### config.mk
export PLATFORM = sky130hd
export DESIGN_NAME = fire_heat_pixel_stream
export DESIGN_NICKNAME = d
export VERILOG_FILES = /design/src/rtl/core/fhps_pkg.sv /design/src/rtl/core/fhps_heat.sv /design/src/rtl/core/fhps_color.sv /design/src/rtl/core/fire_heat_pixel_stream.sv
export SDC_FILE = /design/constraint.sdc
export NUM_CORES = 1
export LEC_CHECK = 0
export BUFFER_PORTS_ARGS = -buffer_cell sky130_fd_sc_hd__buf_2
export CORE_AREA = 2 2 313 315
export CTS_CLUSTER_DIAMETER = 120
export CTS_CLUSTER_SIZE = 24
export DETAILED_ROUTE_END_ITERATION = 12
export DIE_AREA = 0 0 315 317
export PLACE_DENSITY = 0.57
export RECOVER_POWER = 25
export SLEW_MARGIN = 40
export SYNTH_ARGS = -nofsm -noshare
export SYNTH_HDL_FRONTEND = slang
export SYNTH_SLANG_ARGS = --single-unit
### constraint.sdc
create_clock -name clk -period 14.1 [get_ports clk]
set_input_delay 1.41 -clock clk [delete_from_list [all_inputs] [get_ports clk]]
set_output_delay 1.41 -clock clk [all_outputs]
set_load 0.005 [all_outputs]
### src/rtl/core/fhps_pkg.sv
package fhps_pkg;

	localparam int PIXELS_DEF = 64;

	localparam logic [6:0] NUM_PIXELS_RST   = 7'd50;
	localparam logic [7:0] SPARK_CHANCE_RST = 8'd120;

	// config register indexes
	localparam logic CFG_NUM_PIXELS   = 1'b0;
	localparam logic CFG_SPARK_CHANCE = 1'b1;

	// floor(x/3) = (x*683) >> 11 for x < 2048
	localparam logic [19:0] DIV3_MUL   = 20'd683;
	localparam int          DIV3_SHIFT = 11;

	// t192 = (h*191 + 127) / 255
	localparam logic [15:0] RAMP_MUL   = 16'd191;
	localparam logic [15:0] RAMP_ROUND = 16'd127;
	localparam logic [7:0]  T_HIGH     = 8'd128;
	localparam logic [7:0]  T_MID      = 8'd64;

	typedef struct packed {
		logic [7:0] heat;
		logic       last;
	} heat_beat_t;

endpackage

### src/rtl/core/fhps_heat.sv
module fhps_heat #(
	parameter int PIXELS = fhps_pkg::PIXELS_DEF
) (
	input  logic                  clk,
	input  logic                  arst_n,
	input  logic                  accept,
	input  logic [7:0]            cooldown,
	input  logic [7:0]            spark_roll,
	input  logic [2:0]            spark_pos,
	input  logic [7:0]            spark_add,
	input  logic [6:0]            num_pixels,
	input  logic [7:0]            spark_chance,
	output fhps_pkg::heat_beat_t  beat
);
	import fhps_pkg::*;

	localparam int CW  = $clog2(PIXELS);
	localparam int FW  = $clog2(PIXELS + 1);
	localparam int LW  = ((FW > 7) ? FW : 7) + 1;
	localparam int CMW = (CW > 3) ? CW : 3;

	logic [7:0]    mem [PIXELS];
	logic [7:0]    mem_rd_q;
	logic          rd_valid_q;
	logic          byp_q;
	logic [7:0]    byp_heat_q;

	logic [CW-1:0] cnt_q, cnt_next, rd_addr;
	logic [FW-1:0] fill_q;
	logic [7:0]    prev1_q, prev2_q;
	logic          hit_q;
	logic [2:0]    at_q;
	logic [7:0]    amt_q;

	logic [LW-1:0] frame_len, cnt_plus1;
	logic          last, first;
	logic [7:0]    cur_heat, cooled;
	logic          hit;
	logic [2:0]    at;
	logic [7:0]    amt;
	logic [9:0]    diff_sum;
	logic [19:0]   diff_prod;
	logic [7:0]    base;
	logic          on_spark;
	logic [8:0]    spark_sum;
	logic [7:0]    heat;

	always_comb begin
		if (num_pixels == 7'd0) begin
			frame_len = LW'(1);
		end else if (LW'(num_pixels) > LW'(PIXELS)) begin
			frame_len = LW'(PIXELS);
		end else begin
			frame_len = LW'(num_pixels);
		end
		cnt_plus1 = LW'(cnt_q) + LW'(1);
		last      = (cnt_plus1 >= frame_len);
		cnt_next  = last ? '0 : cnt_q + CW'(1);
		rd_addr   = accept ? cnt_next : cnt_q;
		first     = (cnt_q == '0);

		// entries past the fill count were never written: they read as zero
		cur_heat = byp_q ? byp_heat_q : (rd_valid_q ? mem_rd_q : 8'd0);
		cooled   = (cooldown > cur_heat) ? 8'd0 : cur_heat - cooldown;

		hit = first ? (spark_roll < spark_chance) : hit_q;
		at  = first ? spark_pos : at_q;
		amt = first ? spark_add : amt_q;

		diff_sum  = {2'b00, prev1_q} + {1'b0, prev2_q, 1'b0};
		diff_prod = 20'(diff_sum) * DIV3_MUL;
		base      = (cnt_q >= CW'(2)) ? diff_prod[DIV3_SHIFT +: 8] : cooled;

		on_spark  = hit && (CMW'(cnt_q) == CMW'(at));
		spark_sum = {1'b0, base} + (on_spark ? {1'b0, amt} : 9'd0);
		heat      = spark_sum[8] ? 8'hFF : spark_sum[7:0];

		beat.heat = heat;
		beat.last = last;
	end

	always_ff @(posedge clk) begin
		if (accept) begin
			mem[cnt_q] <= heat;
		end
		mem_rd_q <= mem[rd_addr];
	end

	always_ff @(posedge clk or negedge arst_n) begin
		if (!arst_n) begin
			cnt_q      <= '0;
			fill_q     <= '0;
			prev1_q    <= '0;
			prev2_q    <= '0;
			hit_q      <= 1'b0;
			at_q       <= '0;
			amt_q      <= '0;
			rd_valid_q <= 1'b0;
			byp_q      <= 1'b1;
			byp_heat_q <= '0;
		end else begin
			// one-pixel frames read back the entry written on this edge
			byp_q      <= accept && (cnt_next == cnt_q);
			byp_heat_q <= heat;
			rd_valid_q <= (FW'(rd_addr) < fill_q);
			if (accept) begin
				cnt_q <= cnt_next;
				if (FW'(cnt_q) == fill_q) begin
					fill_q <= fill_q + FW'(1);
				end
				if (first) begin
					hit_q <= hit;
					at_q  <= at;
					amt_q <= amt;
				end
				if (last) begin
					prev1_q <= '0;
					prev2_q <= '0;
				end else begin
					prev1_q <= cooled;
					prev2_q <= prev1_q;
				end
			end
		end
	end

endmodule

### src/rtl/core/fhps_color.sv
module fhps_color (
	input  logic                 clk,
	input  logic                 arst_n,
	input  logic                 in_valid,
	output logic                 in_ready,
	input  fhps_pkg::heat_beat_t in_beat,
	output logic                 out_valid,
	input  logic                 out_ready,
	output logic [7:0]           red,
	output logic [7:0]           green,
	output logic [7:0]           blue,
	output logic                 out_last
);
	import fhps_pkg::*;

	logic        valid_s1, valid_s2, out_valid_q;
	logic [7:0]  heat_s1;
	logic        last_s1, last_s2, last_q;
	logic [15:0] scaled_s2;
	logic [7:0]  red_q, green_q, blue_q;

	logic        out_free, s2_free, s1_free;
	logic [16:0] sp1, t_sum;
	logic [7:0]  t192, ramp;
	logic [7:0]  r_n, g_n, b_n;

	assign out_free = !out_valid_q || out_ready;
	assign s2_free  = !valid_s2 || out_free;
	assign s1_free  = !valid_s1 || s2_free;
	assign in_ready = s1_free;

	always_comb begin
		// x/255 = (x + 1 + ((x + 1) >> 8)) >> 8 over this range
		sp1   = 17'(scaled_s2) + 17'd1;
		t_sum = sp1 + (sp1 >> 8);
		t192  = t_sum[15:8];
		ramp  = {t192[5:0], 2'b00};
		if (t192 > T_HIGH) begin
			r_n = 8'hFF;
			g_n = 8'hFF;
			b_n = ramp;
		end else if (t192 > T_MID) begin
			r_n = 8'hFF;
			g_n = ramp;
			b_n = 8'h00;
		end else begin
			r_n = ramp;
			g_n = 8'h00;
			b_n = 8'h00;
		end
	end

	always_ff @(posedge clk or negedge arst_n) begin
		if (!arst_n) begin
			valid_s1    <= 1'b0;
			valid_s2    <= 1'b0;
			out_valid_q <= 1'b0;
		end else begin
			if (s1_free) begin
				valid_s1 <= in_valid;
			end
			if (s2_free) begin
				valid_s2 <= valid_s1;
			end
			if (out_free) begin
				out_valid_q <= valid_s2;
			end
		end
	end

	always_ff @(posedge clk) begin
		if (s1_free && in_valid) begin
			heat_s1 <= in_beat.heat;
			last_s1 <= in_beat.last;
		end
		if (s2_free && valid_s1) begin
			scaled_s2 <= 16'(heat_s1) * RAMP_MUL + RAMP_ROUND;
			last_s2   <= last_s1;
		end
		if (out_free && valid_s2) begin
			red_q   <= r_n;
			green_q <= g_n;
			blue_q  <= b_n;
			last_q  <= last_s2;
		end
	end

	assign out_valid = out_valid_q;
	assign red       = red_q;
	assign green     = green_q;
	assign blue      = blue_q;
	assign out_last  = last_q;

endmodule

### src/rtl/core/fire_heat_pixel_stream.sv
// channel | dir | handshake         | payload
// s_      | in  | s_tvalid/s_tready | s_tdata: cooldown, spark_roll, spark_pos, spark_add
// m_      | out | m_tvalid/m_tready | m_tdata: red, green, blue; m_tlast: last_pixel
// cfg_    | in  | cfg_valid/cfg_ready | cfg_index, cfg_data
//
// One pixel per cycle sustained unless m_ stalls. The heat store does a read-modify-write
// per beat: the next pixel's entry is fetched on the accept edge, with a bypass for
// one-pixel frames. Results are registered through two color stages plus an output register.
// Reset empties the heat store at once through a fill count; no clearing pass.
// Stalls on m_ back up the color stages; s_tready drops only when all stages are full.
module fire_heat_pixel_stream #(
	parameter int PIXELS = fhps_pkg::PIXELS_DEF
) (
	input  logic        clk,
	input  logic        arst_n,
	input  logic        s_tvalid,
	output logic        s_tready,
	input  logic [31:0] s_tdata,   // [7:0] cooldown, [15:8] spark_roll, [18:16] spark_pos,
	                               // [26:19] spark_add, [31:27] zero
	output logic        m_tvalid,
	input  logic        m_tready,
	output logic [23:0] m_tdata,   // [7:0] red, [15:8] green, [23:16] blue
	output logic        m_tlast,
	input  logic        cfg_valid,
	output logic        cfg_ready,
	input  logic        cfg_index,
	input  logic [7:0]  cfg_data
);
	import fhps_pkg::*;

	logic [6:0] num_pixels_q;
	logic [7:0] spark_chance_q;
	logic       accept;
	heat_beat_t beat;
	logic [7:0] red, green, blue;

	assign cfg_ready = 1'b1;
	assign accept    = s_tvalid && s_tready;

	always_ff @(posedge clk or negedge arst_n) begin
		if (!arst_n) begin
			num_pixels_q   <= NUM_PIXELS_RST;
			spark_chance_q <= SPARK_CHANCE_RST;
		end else if (cfg_valid) begin
			case (cfg_index)
				CFG_NUM_PIXELS:   num_pixels_q   <= cfg_data[6:0];
				CFG_SPARK_CHANCE: spark_chance_q <= cfg_data;
				default: ;
			endcase
		end
	end

	fhps_heat #(
		.PIXELS(PIXELS)
	) u_heat (
		.clk          (clk),
		.arst_n       (arst_n),
		.accept       (accept),
		.cooldown     (s_tdata[7:0]),
		.spark_roll   (s_tdata[15:8]),
		.spark_pos    (s_tdata[18:16]),
		.spark_add    (s_tdata[26:19]),
		.num_pixels   (num_pixels_q),
		.spark_chance (spark_chance_q),
		.beat         (beat)
	);

	fhps_color u_color (
		.clk       (clk),
		.arst_n    (arst_n),
		.in_valid  (s_tvalid),
		.in_ready  (s_tready),
		.in_beat   (beat),
		.out_valid (m_tvalid),
		.out_ready (m_tready),
		.red       (red),
		.green     (green),
		.blue      (blue),
		.out_last  (m_tlast)
	);

	assign m_tdata = {blue, green, red};

endmodule
==> impl_metrics.yaml, run 1 <==
floorplanning:
  fp.dieH_um: 317
  dieArea_mm2: 0.0999
  num_rows: 114
  core-area_mm2: 0.0963
  ios: 74
  fp.dieW_um: 315
  start_util_pct: 31.9
routing:
  wl_mm: 73.1
  first_iter_violations: 1613
  via_per_inst: 5.06
  antenna_left: 0
  num_vias: 18753
  wl_per_cell_um: 19.7
  drc_errors: 0
  first_pass_iters: 8
synthesis:
  synth_compound_area_share_pct: 6.08
  yosysWarningCount: 0
  yosys.area_share.simple_pct: 10.8
  synth.top_cell.area_share_pct: 54.7
  synth_top_cell_by_area: "edfxtp_1"
  ys_top_cells_by_area: "edfxtp_1 (55%), mux2i_1 (6.8%), ha_1 (5.9%), dfrtp_1 (5.0%), nand2_1 (4.0%)"
  syn-instance-count: 2378
  synth_top_family_by_area: "simple AND/OR/NAND/NOR gates"
  synth-edff-count: 559
  netlist_area_mm2: 0.0307
  yosysSeqAreaShare_pct: 60.9
  synth_fa_ha_area_share_pct: 9.13
  synthMuxAreaShare_pct: 7.80
  synthTopCellsByCount: "edfxtp_1 (559), nand2_1 (326), mux2i_1 (210)"
  synth-xor-area-share_pct: 2.34
  syn_avg_cell_area_um2: 12.9
  synth_flop_cell: "edfxtp_1"
  async_flop_share_pct: 10.8
  synth-seq-cells: 636
  yosysMostFrequentCell: "edfxtp_1"
  synthDistinctLibCells: 81
clock_network:
  postCtsSetupBuffers: 0
  cts_resized: 0
  worstSkewPairLatency_ns: 0.65
  cts_buffer_depth: 3
  cts_sinks: 636
  clk_pin_slew_ns: 0.10
  htree_num_levels: 1
  cts_root_buffer: "clkbuf_16"
  cts_tree: "built"
  cts_made_buffers: 31
  ctsHoldBuffers: 0
timing:
  hold_viol: 0
  setup-violations-final: 0
  min_period_ns: 8.85
  slew-limit-headroom_pct: -161
  fmax_mhz: 113
  finalMaxSlewViolations: 100
  clock_skew_ns: 0.0383
  rsz0062_at_grt: "no"
  worstMarginPinSlew_ns: 3.91
  period_share_pct: 62.7
  tns_ns: 0
  whs_ns: 0.440
outcome:
  violations: "max-capacitance violations, max-slew violations"
  status: "finished, violations left"
placement:
  post_dp_cell_area_mm2: 0.0325
  hpwl_mm: 49.1
  gp_congestion: 0.871
  port_buffers: 65
global_route:
  grt.total_usage_pct: 14.5
  grt_pass1_vias: 18839
  antenna_found_initial: 2
  grt-ovfl-total: 0
  grt_pass1_wl_mm: 113
  grt_max_degree: 141
setup_path:
  end_kind: "flop"
  worstSetupPathType: "flop to flop"
  crit_arrival_ns: 9.17
  slowest_stage: "buf_4"
  critPathLaunchType: "flop"
  critPathMaxStageDelay_ns: 0.66
  critical_path_peak_fanout: 66
  critPathRequiredTime_ns: 14.42
final_layout:
  final_area_mm2: 0.0334
  num_antenna_cells: 0
  syn2layout_area_growth_pct: 8.94
  drive_gt1_share_pct: 8.31
  fin_nets: 2647
job:
  drv_cap: 2
worst_hold_path:
  hold_class: "flop to flop"
metal layers:
layer	wire length (um)	GRT usage (%)	vias up
met5	0	0	-
met4	1730	3.34	0
met3	3720	1.90	96
met2	35400	24.9	479
met1	32300	19.5	9463
li1	-	-	8715
final cells by class:
cell class	count	area (um2)
fillers	9325	62800
flip-flops and latches	636	18700
multi-input cells	1522	11200
well taps	1276	1600
clock buffers	53	858
repair buffers	90	542
inverters	126	485
clock inverters	5	63.8
flip-flops by register name, indices dropped and copies added, names as in the netlist, 8 cells and up:
| name | cells |
|---|---|
| u_heat.prev2_q | 8 |
| u_color.scaled_s2 | 16 |
| u_heat.byp_heat_q | 8 |
| u_heat.amt_q | 8 |
| u_color.heat_s1 | 8 |
| spark_chance_q | 8 |
| u_heat.mem | 512 |
| u_heat.prev1_q | 8 |
| u_heat.mem_rd_q | 8 |
layout by cell type (no fill, tap or decap), types with 16 or more instances in the layout:
master     synthesis  layout
edfxtp_1         559     559
nand2_1          326     321
mux2i_1          210     210
nand3_1          144     144
ha_1             144     144
inv_1            116     119
a21oi_1          102     101
nor2_1           108      94
xnor2_1           64      64
dfrtp_1           61      61
buf_2             46      52
fa_1              50      50
clkbuf_1          35      36
o21ai_0           37      35
o22ai_1           34      34
clkbuf_16          0      31
nor3_1            28      27
mux2_2            26      26
buf_4              6      20
a21o_1            18      18
nor4_1            18      16
xor2_1            16      16
stage by stage:
| step | cells | util, % | setup slack [ns] |
|---|---|---|---|
| floorplan | 2379 | - | 4.68 |
| global placement | 3648 | 33.7 | 5.07 |
| detailed placement | 3648 | 33.7 | 5.26 |
| CTS | 3706 | 34.7 | 5.21 |
| global route | 3708 | 34.7 | 4.71 |
| finish | 3708 | 34.7 | 5.25 |
kinds of logic after synthesis:
kind of cell,after synthesis
and+or+nand+nor,721
DFF,636
xor gates and xnor gates,81
buffers and inverters,221
adders and majority gates,194
AOI/OAI and AO/OA,287
other,2
muxes,236
worst paths after layout:
| path | to | slack, ns | cells past startpoint | startpoint |
|---|---|---|---|---|
| setup / recovery | u_heat.mem[47][2] | 5.25 | 34 | u_heat.prev1_q[1] |
| hold / removal | u_color.out_last | 0.44 | 0 | u_color.last_s2 |
| setup reg to reg | u_heat.mem[47][2] | 5.25 | 34 | u_heat.prev1_q[1] |
| hold reg to reg | u_color.out_last | 0.44 | 0 | u_color.last_s2 |
| max in group asynchronous | u_heat.prev1_q[0] | 9.76 | 1 | arst_n |
| min in group asynchronous | spark_chance_q[7] | 2.11 | 1 | arst_n |
worst max-delay path, delay by kind of cell, from the launching register on:
family | cells | cell delay [ns]
and+or+nand+nor | 4 | 0.57
AOI/OAI and AO/OA | 13 | 2.58
adders and majority gates | 8 | 3.12
xor gates and xnor gates | 3 | 0.73
DFF | 1 | 0.41
buffers and inverters | 6 | 1.07
Power of run 1 is left out: the tool's default activity adds up to more than one toggle a clock period on the data nets, which glitch-free logic cannot reach.
==> inputs of run 2 (changes only) <==
Clock period 14.1 ns to 8.3 ns, I/O delays scaled along.
==> impl_metrics.yaml, run 2 (same netlist as run 1, synthesis figures left out) <==
final_layout:
  fillCellCount: 9356
  final_cells: 3724
  reg.largest.list: "u_heat.mem (512), u_color.scaled_s2 (16)"
  final_common_cell: "edfxtp_1"
  fin_nets: 2663
  syn2layout_area_growth_pct: 9.69
  layout_common_cells: "edfxtp_1 (559), nand2_1 (321), mux2i_1 (210)"
  drive_gt1_share_pct: 9.60
  largest_register: "u_heat.mem"
  largest_reg_flops: 512
clock_network:
  cts_sinks: 636
  cts_made_buffers: 30
  clk_pin_slew_ns: 0.10
  cts_root_buffer: "clkbuf_16"
  worstSkewPairLatency_ns: 0.64
  cts_tree: "built"
  htree_num_levels: 1
  cts_buffer_depth: 3
setup_path:
  end_kind: "flop"
  r2r_slack_ns: 0.46
  critical_path_peak_fanout: 66
  critPathRequiredTime_ns: 8.72
  critPathMaxStageDelay_ns: 0.52
  slowest_stage: "fa_1"
  r2r_end: "u_heat.mem[13][1]"
  crit_arrival_ns: 8.26
  r2r_cells: 35
  r2r_start: "u_heat.prev1_q[2]"
  worstSetupPathType: "flop to flop"
  critPathLaunchType: "flop"
timing:
  hold_viol: 0
  fmax_mhz: 128
  period_share_pct: 94.4
  clock_skew_ns: 0.0272
  worstMarginPinSlew_ns: 3.92
  finalMaxSlewViolations: 109
  tns_ns: 0
  setup-violations-final: 0
  slew-limit-headroom_pct: -161
  min_period_ns: 7.84
worst_hold_path:
  hold_depth: 3
  holdPathEnd: "num_pixels_q[6]"
  hold_class: "primary input to flop"
  hp-start: "cfg_data[6]"
global_route:
  grt_pass1_vias: 18860
  grt.total_usage_pct: 14.9
  antenna_found_initial: 4
  grt-ovfl-total: 0
  grt_max_degree: 121
  grt_pass1_wl_mm: 114
outcome:
  status: "finished, violations left"
  violations: "max-capacitance violations, max-slew violations"
routing:
  antenna_left: 0
  num_vias: 19072
  wl_mm: 75.7
  wl_per_cell_um: 20.3
  first_pass_iters: 7
  drc_errors: 0
  via_per_inst: 5.12
  first_iter_violations: 1868
floorplanning:
  fp.dieH_um: 317
  ios: 74
  num_rows: 114
  start_util_pct: 31.9
  core-area_mm2: 0.0963
  dieArea_mm2: 0.0999
  fp.dieW_um: 315
placement:
  dp_cells: 3665
  gp_congestion: 0.882
  port_buffers: 65
  hpwl_mm: 50.5
job:
  drv_cap: 3
run 2: cell count changes in the layout (fill, tap and decap cells not counted), moves of 3 or more:
| cell | delta |
|---|---|
| buf_12 | +5 |
| nor2_1 | -20 |
| clkbuf_1 | +12 |
| nor2_2 | +19 |
| buf_2 | -5 |
| a21oi_2 | +3 |
| a21oi_1 | -3 |
| buf_6 | +3 |
run 2: what timing repair did:
action / in CTS / in global routing
resized for setup: 1 / 15
endpoints found under the setup margin: 9 / 528
pin swaps: 0 / 4
hold buffers: 0 / 0
cloned: 0 / 1
endpoints found under the hold margin: 0 / 0
setup buffers: 0 / 1
run 2: worst max path at each step:
stage | startpoint | endpoint | slack (ns) | depth (start not counted)
2_1_floorplan | u_heat.prev2_q[0] | u_color.heat_s1[4] | 0.003 | 33
6_report | u_heat.prev1_q[2] | u_heat.mem[13][1] | 0.46 | 35
5_1_grt | u_heat.prev1_q[1] | u_heat.mem[25][3] | -0.02 | 37
3_5_place_dp | u_heat.prev1_q[1] | u_heat.mem[38][4] | 0.05 | 35
4_1_cts | u_heat.prev1_q[1] | u_heat.mem[25][4] | 0.05 | 37
3_3_place_gp | u_heat.prev2_q[0] | u_heat.mem[38][4] | 0.11 | 35
run 2: area by class of cell:
cell class	count	area [um2]	share of cell area [%]
diodes	1	2.50	0.00743
flip-flops and latches	636	18700	55.5
inverters	126	488	1.45
clock buffers	53	837	2.49
well taps	1276	1600	4.74
repair buffers	107	719	2.14
clock inverters	3	31.3	0.0929
multi-input cells	1522	11300	33.6
run 2: worst max-delay path, delay by kind of cell, from the launching register on:
kind                       cells  cell delay [ns]
DFF                            1             0.44
and+or+nand+nor                5             0.69
xor gates and xnor gates       3             0.66
adders and majority gates      8             2.99
AOI/OAI and AO/OA             14             2.22
buffers and inverters          5             0.59
run 2: through the flow:
step / setup slack [ns] / instance area, um2 / hold slack [ns] / utilization, %
CTS: 0.0499 / 33600 / 0.197 / 34.9
finish: 0.461 / 33700 / 0.437 / 35.0
global placement: 0.113 / 32600 / 0.421 / 33.9
floorplan: 0.00287 / 30700 / 0.400 / -
global route: -0.0244 / 33700 / 0.423 / 35.0
detailed placement: 0.0512 / 32700 / 0.426 / 34.0
run 2: per-layer routing:
metal | global-route usage, % | vias to the layer above | wire length, um
met1 | 20.6 | 9694 | 33700
met2 | 25.1 | 545 | 36000
met4 | 3.47 | 2 | 1650
li1 | - | 8743 | -
met5 | 0 | - | 10
met3 | 1.70 | 88 | 4250
Power of run 2 is left out for the same reason.
